### src/rtl/core/dscv_pkg.sv
`default_nettype none
// ----------------------------------------------------------------------------
// dscv_pkg
// Types, tables and helper functions for the diatonic seventh chord voicer.
// ----------------------------------------------------------------------------

package dscv_pkg;

    localparam int NOTE_W = 7;
    localparam int DEG_W  = 8;
    localparam int CFG_W  = 6;
    localparam int IDX_W  = 2;

    localparam logic [IDX_W-1:0] CFG_SCALE_MODE      = 2'd0;
    localparam logic [IDX_W-1:0] CFG_INVERSION_SEL   = 2'd1;
    localparam logic [IDX_W-1:0] CFG_VOICING_SEL     = 2'd2;
    localparam logic [IDX_W-1:0] CFG_TRANSPOSE_SEMIS = 2'd3;

    localparam logic [1:0] VOICE_CLOSE  = 2'd0;
    localparam logic [1:0] VOICE_DROP2  = 2'd1;
    localparam logic [1:0] VOICE_DROP3  = 2'd2;
    localparam logic [1:0] VOICE_SPREAD = 2'd3;

    localparam logic [2:0] MODE_LOCRIAN = 3'd6;
    localparam logic [6:0] NOTE_MAX     = 7'd127;

    localparam logic signed [5:0] PLUS_OCT  = 6'sd12;
    localparam logic signed [5:0] MINUS_OCT = -6'sd12;

    localparam logic [1:0] QUALITY_OF [7][7] = '{
        '{2'd2, 2'd0, 2'd0, 2'd2, 2'd1, 2'd0, 2'd3},
        '{2'd0, 2'd0, 2'd2, 2'd1, 2'd0, 2'd3, 2'd2},
        '{2'd0, 2'd2, 2'd1, 2'd0, 2'd3, 2'd2, 2'd0},
        '{2'd2, 2'd1, 2'd0, 2'd3, 2'd2, 2'd0, 2'd0},
        '{2'd1, 2'd0, 2'd3, 2'd2, 2'd0, 2'd0, 2'd2},
        '{2'd0, 2'd3, 2'd2, 2'd0, 2'd0, 2'd2, 2'd1},
        '{2'd3, 2'd2, 2'd0, 2'd0, 2'd2, 2'd1, 2'd0}
    };

    localparam logic signed [5:0] STEPS_OF [4][4] = '{
        '{6'sd0, 6'sd3, 6'sd7, 6'sd10},
        '{6'sd0, 6'sd4, 6'sd7, 6'sd10},
        '{6'sd0, 6'sd4, 6'sd7, 6'sd11},
        '{6'sd0, 6'sd3, 6'sd6, 6'sd10}
    };

    typedef struct packed {
        logic [NOTE_W-1:0] root_note;
        logic [DEG_W-1:0]  scale_degree;
    } t_in_item;

    typedef struct packed {
        logic [NOTE_W-1:0] note_root;
        logic [NOTE_W-1:0] note_third;
        logic [NOTE_W-1:0] note_fifth;
        logic [NOTE_W-1:0] note_seventh;
    } t_out_item;

    function automatic logic [NOTE_W-1:0] sat_add(
        input logic [NOTE_W-1:0] note,
        input logic signed [5:0] delta
    );
        logic signed [8:0] sum;
        begin
            sum = $signed({2'b00, note}) + 9'(delta);
            if (sum < 0) begin
                sat_add = '0;
            end else if (sum > 9'sd127) begin
                sat_add = NOTE_MAX;
            end else begin
                sat_add = sum[NOTE_W-1:0];
            end
        end
    endfunction

    // octal digit fold: 8 is 1 mod 7
    function automatic logic [2:0] mod7(input logic [DEG_W-1:0] x);
        logic [4:0] s1;
        logic [3:0] s2;
        begin
            s1 = {2'b00, x[2:0]} + {2'b00, x[5:3]} + {3'b000, x[7:6]};
            s2 = {1'b0, s1[2:0]} + {2'b00, s1[4:3]};
            if (s2 >= 4'd7) begin
                s2 = s2 - 4'd7;
            end
            mod7 = s2[2:0];
        end
    endfunction

endpackage

`default_nettype wire

### src/rtl/core/diatonic_seventh_chord_voicer.sv
`default_nettype none
// ----------------------------------------------------------------------------
// diatonic_seventh_chord_voicer
// Builds a voiced four-note seventh chord from a root note and scale degree.
//
// Usage: drive i_item and raise start; the item is taken at a rising edge
// where start is high and busy is low. busy stays low, so an item may be
// presented in every cycle. The item is held in an input register, the chord
// is formed by one pass of table lookups, saturating adds and tone ranking,
// and stored in the result register. o_valid rises at the edge after the
// accepting edge and marks o_result for one cycle. Throughput is one item
// per cycle. The receiver cannot stall: each result is shown for exactly
// one cycle.
// Configuration: i_cfg_we writes i_cfg_data to register i_cfg_idx
// (0 scale mode, 1 inversion, 2 voicing, 3 transpose); write only while idle.
// Reset (i_rst_n low, synchronous) clears the configuration registers and the
// valid flags, which drops any item in flight.
// ----------------------------------------------------------------------------

module diatonic_seventh_chord_voicer (
    input  wire logic                           i_clk,
    input  wire logic                           i_rst_n,
    input  wire logic                           start,
    output logic                                busy,
    input  wire dscv_pkg::t_in_item             i_item,
    output logic                                o_valid,
    output dscv_pkg::t_out_item                 o_result,
    input  wire logic                           i_cfg_we,
    input  wire logic [dscv_pkg::IDX_W-1:0]     i_cfg_idx,
    input  wire logic [dscv_pkg::CFG_W-1:0]     i_cfg_data
);

    logic [2:0]         r_scale_mode;
    logic [1:0]         r_inversion_sel;
    logic [1:0]         r_voicing_sel;
    logic signed [5:0]  r_transpose;

    logic                r_in_vld;
    dscv_pkg::t_in_item  r_in;
    logic                r_out_vld;
    dscv_pkg::t_out_item r_result;
    dscv_pkg::t_out_item n_result;

    logic [2:0]                   deg;
    logic [2:0]                   mode;
    logic [1:0]                   qual;
    logic [dscv_pkg::NOTE_W-1:0]  base_t [4];
    logic [dscv_pkg::NOTE_W-1:0]  inv_t  [4];
    logic [dscv_pkg::NOTE_W-1:0]  voc_t  [4];
    logic [dscv_pkg::NOTE_W-1:0]  fin_t  [4];
    logic [1:0]                   rank   [4];
    logic [1:0]                   want;
    logic                         found;

    assign busy     = 1'b0;
    assign o_valid  = r_out_vld;
    assign o_result = r_result;

    always_ff @(posedge i_clk) begin
        if (!i_rst_n) begin
            r_scale_mode    <= '0;
            r_inversion_sel <= '0;
            r_voicing_sel   <= '0;
            r_transpose     <= '0;
        end else if (i_cfg_we) begin
            case (i_cfg_idx)
                dscv_pkg::CFG_SCALE_MODE:      r_scale_mode    <= i_cfg_data[2:0];
                dscv_pkg::CFG_INVERSION_SEL:   r_inversion_sel <= i_cfg_data[1:0];
                dscv_pkg::CFG_VOICING_SEL:     r_voicing_sel   <= i_cfg_data[1:0];
                dscv_pkg::CFG_TRANSPOSE_SEMIS: r_transpose     <= $signed(i_cfg_data);
                default: ;
            endcase
        end
    end

    always_ff @(posedge i_clk) begin
        if (!i_rst_n) begin
            r_in_vld  <= 1'b0;
            r_out_vld <= 1'b0;
        end else begin
            r_in_vld  <= start && !busy;
            r_out_vld <= r_in_vld;
        end
    end

    always_ff @(posedge i_clk) begin
        if (start && !busy) begin
            r_in <= i_item;
        end
        if (r_in_vld) begin
            r_result <= n_result;
        end
    end

    always_comb begin
        deg  = dscv_pkg::mod7(r_in.scale_degree);
        mode = (r_scale_mode > dscv_pkg::MODE_LOCRIAN) ? dscv_pkg::MODE_LOCRIAN
                                                      : r_scale_mode;
        qual = dscv_pkg::QUALITY_OF[mode][deg];

        for (int i = 0; i < 4; i++) begin
            base_t[i] = dscv_pkg::sat_add(r_in.root_note, dscv_pkg::STEPS_OF[qual][i]);
        end

        // raise the lowest tones
        for (int i = 0; i < 4; i++) begin
            if (i < 3 && 2'(i) < r_inversion_sel) begin
                inv_t[i] = dscv_pkg::sat_add(base_t[i], dscv_pkg::PLUS_OCT);
            end else begin
                inv_t[i] = base_t[i];
            end
        end

        for (int i = 0; i < 4; i++) begin
            rank[i] = 2'd0;
            for (int j = 0; j < 4; j++) begin
                if (j != i && inv_t[i] > inv_t[j]) begin
                    rank[i] = rank[i] + 2'd1;
                end
            end
        end

        want  = (r_voicing_sel == dscv_pkg::VOICE_DROP2) ? 2'd2 : 2'd1;
        found = 1'b0;
        voc_t = inv_t;
        case (r_voicing_sel)
            dscv_pkg::VOICE_DROP2, dscv_pkg::VOICE_DROP3: begin
                for (int i = 0; i < 4; i++) begin
                    if (!found && rank[i] == want) begin
                        voc_t[i] = dscv_pkg::sat_add(inv_t[i], dscv_pkg::MINUS_OCT);
                        found    = 1'b1;
                    end
                end
            end
            dscv_pkg::VOICE_SPREAD: begin
                for (int i = 1; i < 4; i++) begin
                    voc_t[i] = dscv_pkg::sat_add(inv_t[i], dscv_pkg::PLUS_OCT);
                end
            end
            default: ;
        endcase

        for (int i = 0; i < 4; i++) begin
            fin_t[i] = dscv_pkg::sat_add(voc_t[i], r_transpose);
        end

        n_result.note_root    = fin_t[0];
        n_result.note_third   = fin_t[1];
        n_result.note_fifth   = fin_t[2];
        n_result.note_seventh = fin_t[3];
    end

endmodule

`default_nettype wire

### config.mk
export PLATFORM = sky130hd
export DESIGN_NAME = diatonic_seventh_chord_voicer
export DESIGN_NICKNAME = d
export VERILOG_FILES = /design/src/rtl/core/dscv_pkg.sv /design/src/rtl/core/diatonic_seventh_chord_voicer.sv
export SDC_FILE = /design/constraint.sdc
export NUM_CORES = 1
export LEC_CHECK = 0
export BUFFER_PORTS_ARGS = -buffer_cell sky130_fd_sc_hd__buf_2
export CAP_MARGIN = 10
export CORE_ASPECT_RATIO = 0.75
export CORE_UTILIZATION = 60
export DETAILED_ROUTE_END_ITERATION = 16
export GPL_TIMING_DRIVEN = 0
export PLACE_DENSITY_LB_ADDON = 0.12
export RECOVER_POWER = 25
export SLEW_MARGIN = 25
export SYNTH_ARGS = -nofsm -noshare
export SYNTH_HDL_FRONTEND = slang
export SYNTH_SLANG_ARGS = --single-unit
### constraint.sdc
create_clock -name i_clk -period 16 [get_ports i_clk]
set_input_delay 0.8 -clock i_clk [delete_from_list [all_inputs] [get_ports i_clk]]
set_output_delay 0.8 -clock i_clk [all_outputs]
set_load 0.05 [all_outputs]
==> flow_metrics.env <==
export IMPL_grt_util_met1=0.471
export IMPL_ant_nets=0
export IMPL_r2r_start="r_in[4]$_DFFE_PP_"
export IMPL_yosys_area_share_adder=0.199
export IMPL_regArea_sq_um=1590
export IMPL_synth_fp_nets=1075
export IMPL_drive_above_1_share=0.132
export IMPL_dr_pass1_iters=5
export IMPL_critPathArrivalTime_ps=12830
export IMPL_placed_cells=1150
export IMPL_nFillCells=1071
export IMPL_synth_compound_area_frac=0.258
export IMPL_synth_top_area_share=0.174
export IMPL_synth_flop_cell="edfxtp_1"
export IMPL_drt_iter0_markers=706
export IMPL_post_cts_buffers=0
export IMPL_dp_hpwl_mm=17.0
export IMPL_diodes=0
export IMPL_period_minus_slack_ps=12770
export IMPL_overflow=0
export IMPL_cts_buffer_depth=2
export IMPL_cp_max_fo=8
export IMPL_path_class="reg -> reg"
export IMPL_syn_area_sq_um=7910
export IMPL_reg2reg_to="o_result[6]$_SDFFCE_PN0P_"
export IMPL_setup_tns_ps=0
export IMPL_slew_violations=0
export IMPL_busiest_layer="met2"
export IMPL_rsz0062_at_grt="no"
export IMPL_start_kind="flop"
export IMPL_grt_use_met3=0.0691
export IMPL_cts_buffers=9
export IMPL_critPathCaptureType="flop"
export IMPL_area_delta_synth_final_pct=9.90
export IMPL_grt_max_degree=30
export IMPL_tightest_slew_ps=1280
export IMPL_fin_skew_ps=6.60
export IMPL_pre_cts_slack_ps=3440
export IMPL_ios=57
export IMPL_synth_xor_area_share=0.0410
export IMPL_critical_path_required_ps=16070
export IMPL_cts_hold_buf=0
export IMPL_yosysUniqueCellTypes=102
export IMPL_synth_seq_cells=58
export IMPL_max_freq_ghz=0.0783
export IMPL_synth_seq_area_share=0.201
export IMPL_setup_viol=0
export IMPL_slowest_delay_ps=650
export IMPL_wl_per_cell_um=18.3
export IMPL_grt_pass1_wl_mm=34.3
export IMPL_multi_input_area_sq_um=5870
export IMPL_antenna_found_initial=0
export IMPL_grt_pass1_vias=6749
export IMPL_start_util=0.629
export IMPL_cts_root_buf="clkbuf_16"
export IMPL_r2r_slack_ps=3230
export IMPL_grt_use_met2=0.484
export IMPL_synth_edf_count=43
export IMPL_final_nets=1141
export IMPL_coreArea_sq_um=12600
export IMPL_synthMuxAreaShare=0.0440
export IMPL_die_area_sq_um=13600
export IMPL_ys_warn_count=0
export IMPL_vias=7379
export IMPL_drc=0
export IMPL_outcome="finished clean"
export IMPL_clk_pin_slew_ps=60
export IMPL_hp_class="reg -> reg"
export IMPL_fp_dieH_um=101
export IMPL_yosys_top_cells_area="ha_1, edfxtp_1, a21oi_1"
export IMPL_grt_usage=0.325
export IMPL_syn_avg_cell_area_sq_um=8.51
export IMPL_synth_top_cell_by_area="ha_1"
export IMPL_die_w_um=135
export IMPL_yosys_area_share_simple=0.199
export IMPL_cts_tree="yes"
export IMPL_wl_mm=21.3
export IMPL_clk_latency_ps=340
export IMPL_worst_slack_ps=3230
export IMPL_r2r_cells=47
export IMPL_rows=35
export IMPL_final_cells=1166
export IMPL_maxCapViolCount=0
export IMPL_globalplace_congestion=1.02
export IMPL_clkSinkCount=58
export IMPL_crit_path_start="r_in[4]$_DFFE_PP_"
export IMPL_synth_top_family_by_area="compound AO/OA/AOI/OAI gates"
export IMPL_portBuffers=55
export IMPL_viasPerCell=6.33
export IMPL_worstSetupEndpoint="o_result[6]$_SDFFCE_PN0P_"
export IMPL_h_tree_depth=3
export IMPL_critPathSlowestCell="mux2i_1"
export IMPL_slew_limit_headroom=0.148
export IMPL_cp_common_cell="ha_1"
export IMPL_post_cts_resized=0
export IMPL_finalCritPeriodShare=0.798
export IMPL_synthCells=929
export IMPL_synthArstFlopShare=0
export IMPL_finalHoldViolations=0
-- routing by layer --
metal | up-vias | routed length (um)
li1 | 3591 | -
met4 | 0 | 298
met5 | - | 0
met3 | 28 | 2090
met2 | 350 | 8730
met1 | 3410 | 10200
-- cells in the mapped netlist (5+ instances only) --
master and count:
nand2b_1 23, dfxtp_1 15, and3_1 5, or3_1 9
o31a_1 6, mux2i_1 22, or2b_2 5, a31oi_1 6
nand2_1 56, o22ai_1 9, nor2_1 57, xnor2_1 23
mux2_2 5, a21o_1 24, a21oi_1 72, xor2_1 14
nor3_1 12, o21a_1 15, nand4_1 6, o211ai_1 9
nor4_1 5, o21ai_0 51, clkbuf_8 5, inv_1 70
and2b_2 6, nor2b_1 37, o31ai_1 12, ha_1 110
edfxtp_1 43, nand3_1 24, o221ai_1 5, and2_1 9
fa_1 9, o21bai_1 7, clkbuf_1 16
-- state kept, by name, summed over array words and instances, names as in the netlist --
register	cells
o_valid	1
r_in	15
r_transpose	6
r_scale_mode	3
r_in_vld	1
r_voicing_sel	2
r_inversion_sel	2
o_result	28
-- through the flow --
stage          utilization  hold WS [ps]  cell area [sq um]
6_report             0.692           566               8690
5_1_grt              0.692           598               8690
2_1_floorplan            -           513               7910
3_3_place_gp         0.668           551               8390
4_1_cts              0.692           566               8700
3_5_place_dp         0.668           558               8390
-- cell usage in the layout, fill, tap and decap left out, types with 14 or more instances in the layout --
| cell | n |
|---|---|
| nand3_1 | 24 |
| edfxtp_1 | 43 |
| nand2_1 | 56 |
| o21a_1 | 15 |
| a21oi_1 | 72 |
| ha_1 | 110 |
| o21ai_0 | 51 |
| clkbuf_1 | 18 |
| dfxtp_1 | 15 |
| xor2_1 | 14 |
| buf_2 | 54 |
| xnor2_1 | 23 |
| nor2b_1 | 37 |
| a21o_1 | 24 |
| inv_1 | 70 |
| nor2_1 | 57 |
| nand2b_1 | 23 |
| mux2i_1 | 22 |
-- critical path, delay by kind of cell, from the launching register on --
family | cells | cell delay (ps)
simple gates | 10 | 1570
buf+inv | 4 | 490
xor+xnor | 3 | 1070
fa+ha+maj | 13 | 4150
flops | 1 | 350
mux | 3 | 1490
compound gates | 14 | 3380
-- cell type report --
type	count	area share
plain buffers	28	0.0206
clock buffers	9	0.0259
clock inverters	7	0.00892
inverters	72	0.0311
multi-input cells	771	0.675
flip-flops and latches	58	0.183
well taps	166	0.0239
repair buffers	55	0.0314
-- worst min-delay path by stage --
stage | from | end | slack (ps) | cells past startpoint
6_report | r_voicing_sel[1]$_SDFFE_PN0P_ | r_voicing_sel[1]$_SDFFE_PN0P_ | 570 | 2
5_1_grt | r_voicing_sel[1]$_SDFFE_PN0P_ | r_voicing_sel[1]$_SDFFE_PN0P_ | 600 | 2
2_1_floorplan | r_voicing_sel[1]$_SDFFE_PN0P_ | r_voicing_sel[1]$_SDFFE_PN0P_ | 510 | 2
4_1_cts | r_voicing_sel[1]$_SDFFE_PN0P_ | r_voicing_sel[1]$_SDFFE_PN0P_ | 570 | 2
3_3_place_gp | r_voicing_sel[1]$_SDFFE_PN0P_ | r_voicing_sel[1]$_SDFFE_PN0P_ | 550 | 2
3_5_place_dp | r_voicing_sel[1]$_SDFFE_PN0P_ | r_voicing_sel[1]$_SDFFE_PN0P_ | 560 | 2
-- cells by family after synthesis --
kind of cell             after synthesis
adder cells (fa/ha/maj)              121
AND/OR/NAND/NOR                      288
buffers and inverters                100
XOR/XNOR                              37
other                                  1
AO/OA/AOI/OAI                        294
flip-flops                            58
multiplexers                          30
Power is not shown: default switching activity piles up to over one toggle a cycle in this logic, so the estimate is an artifact.
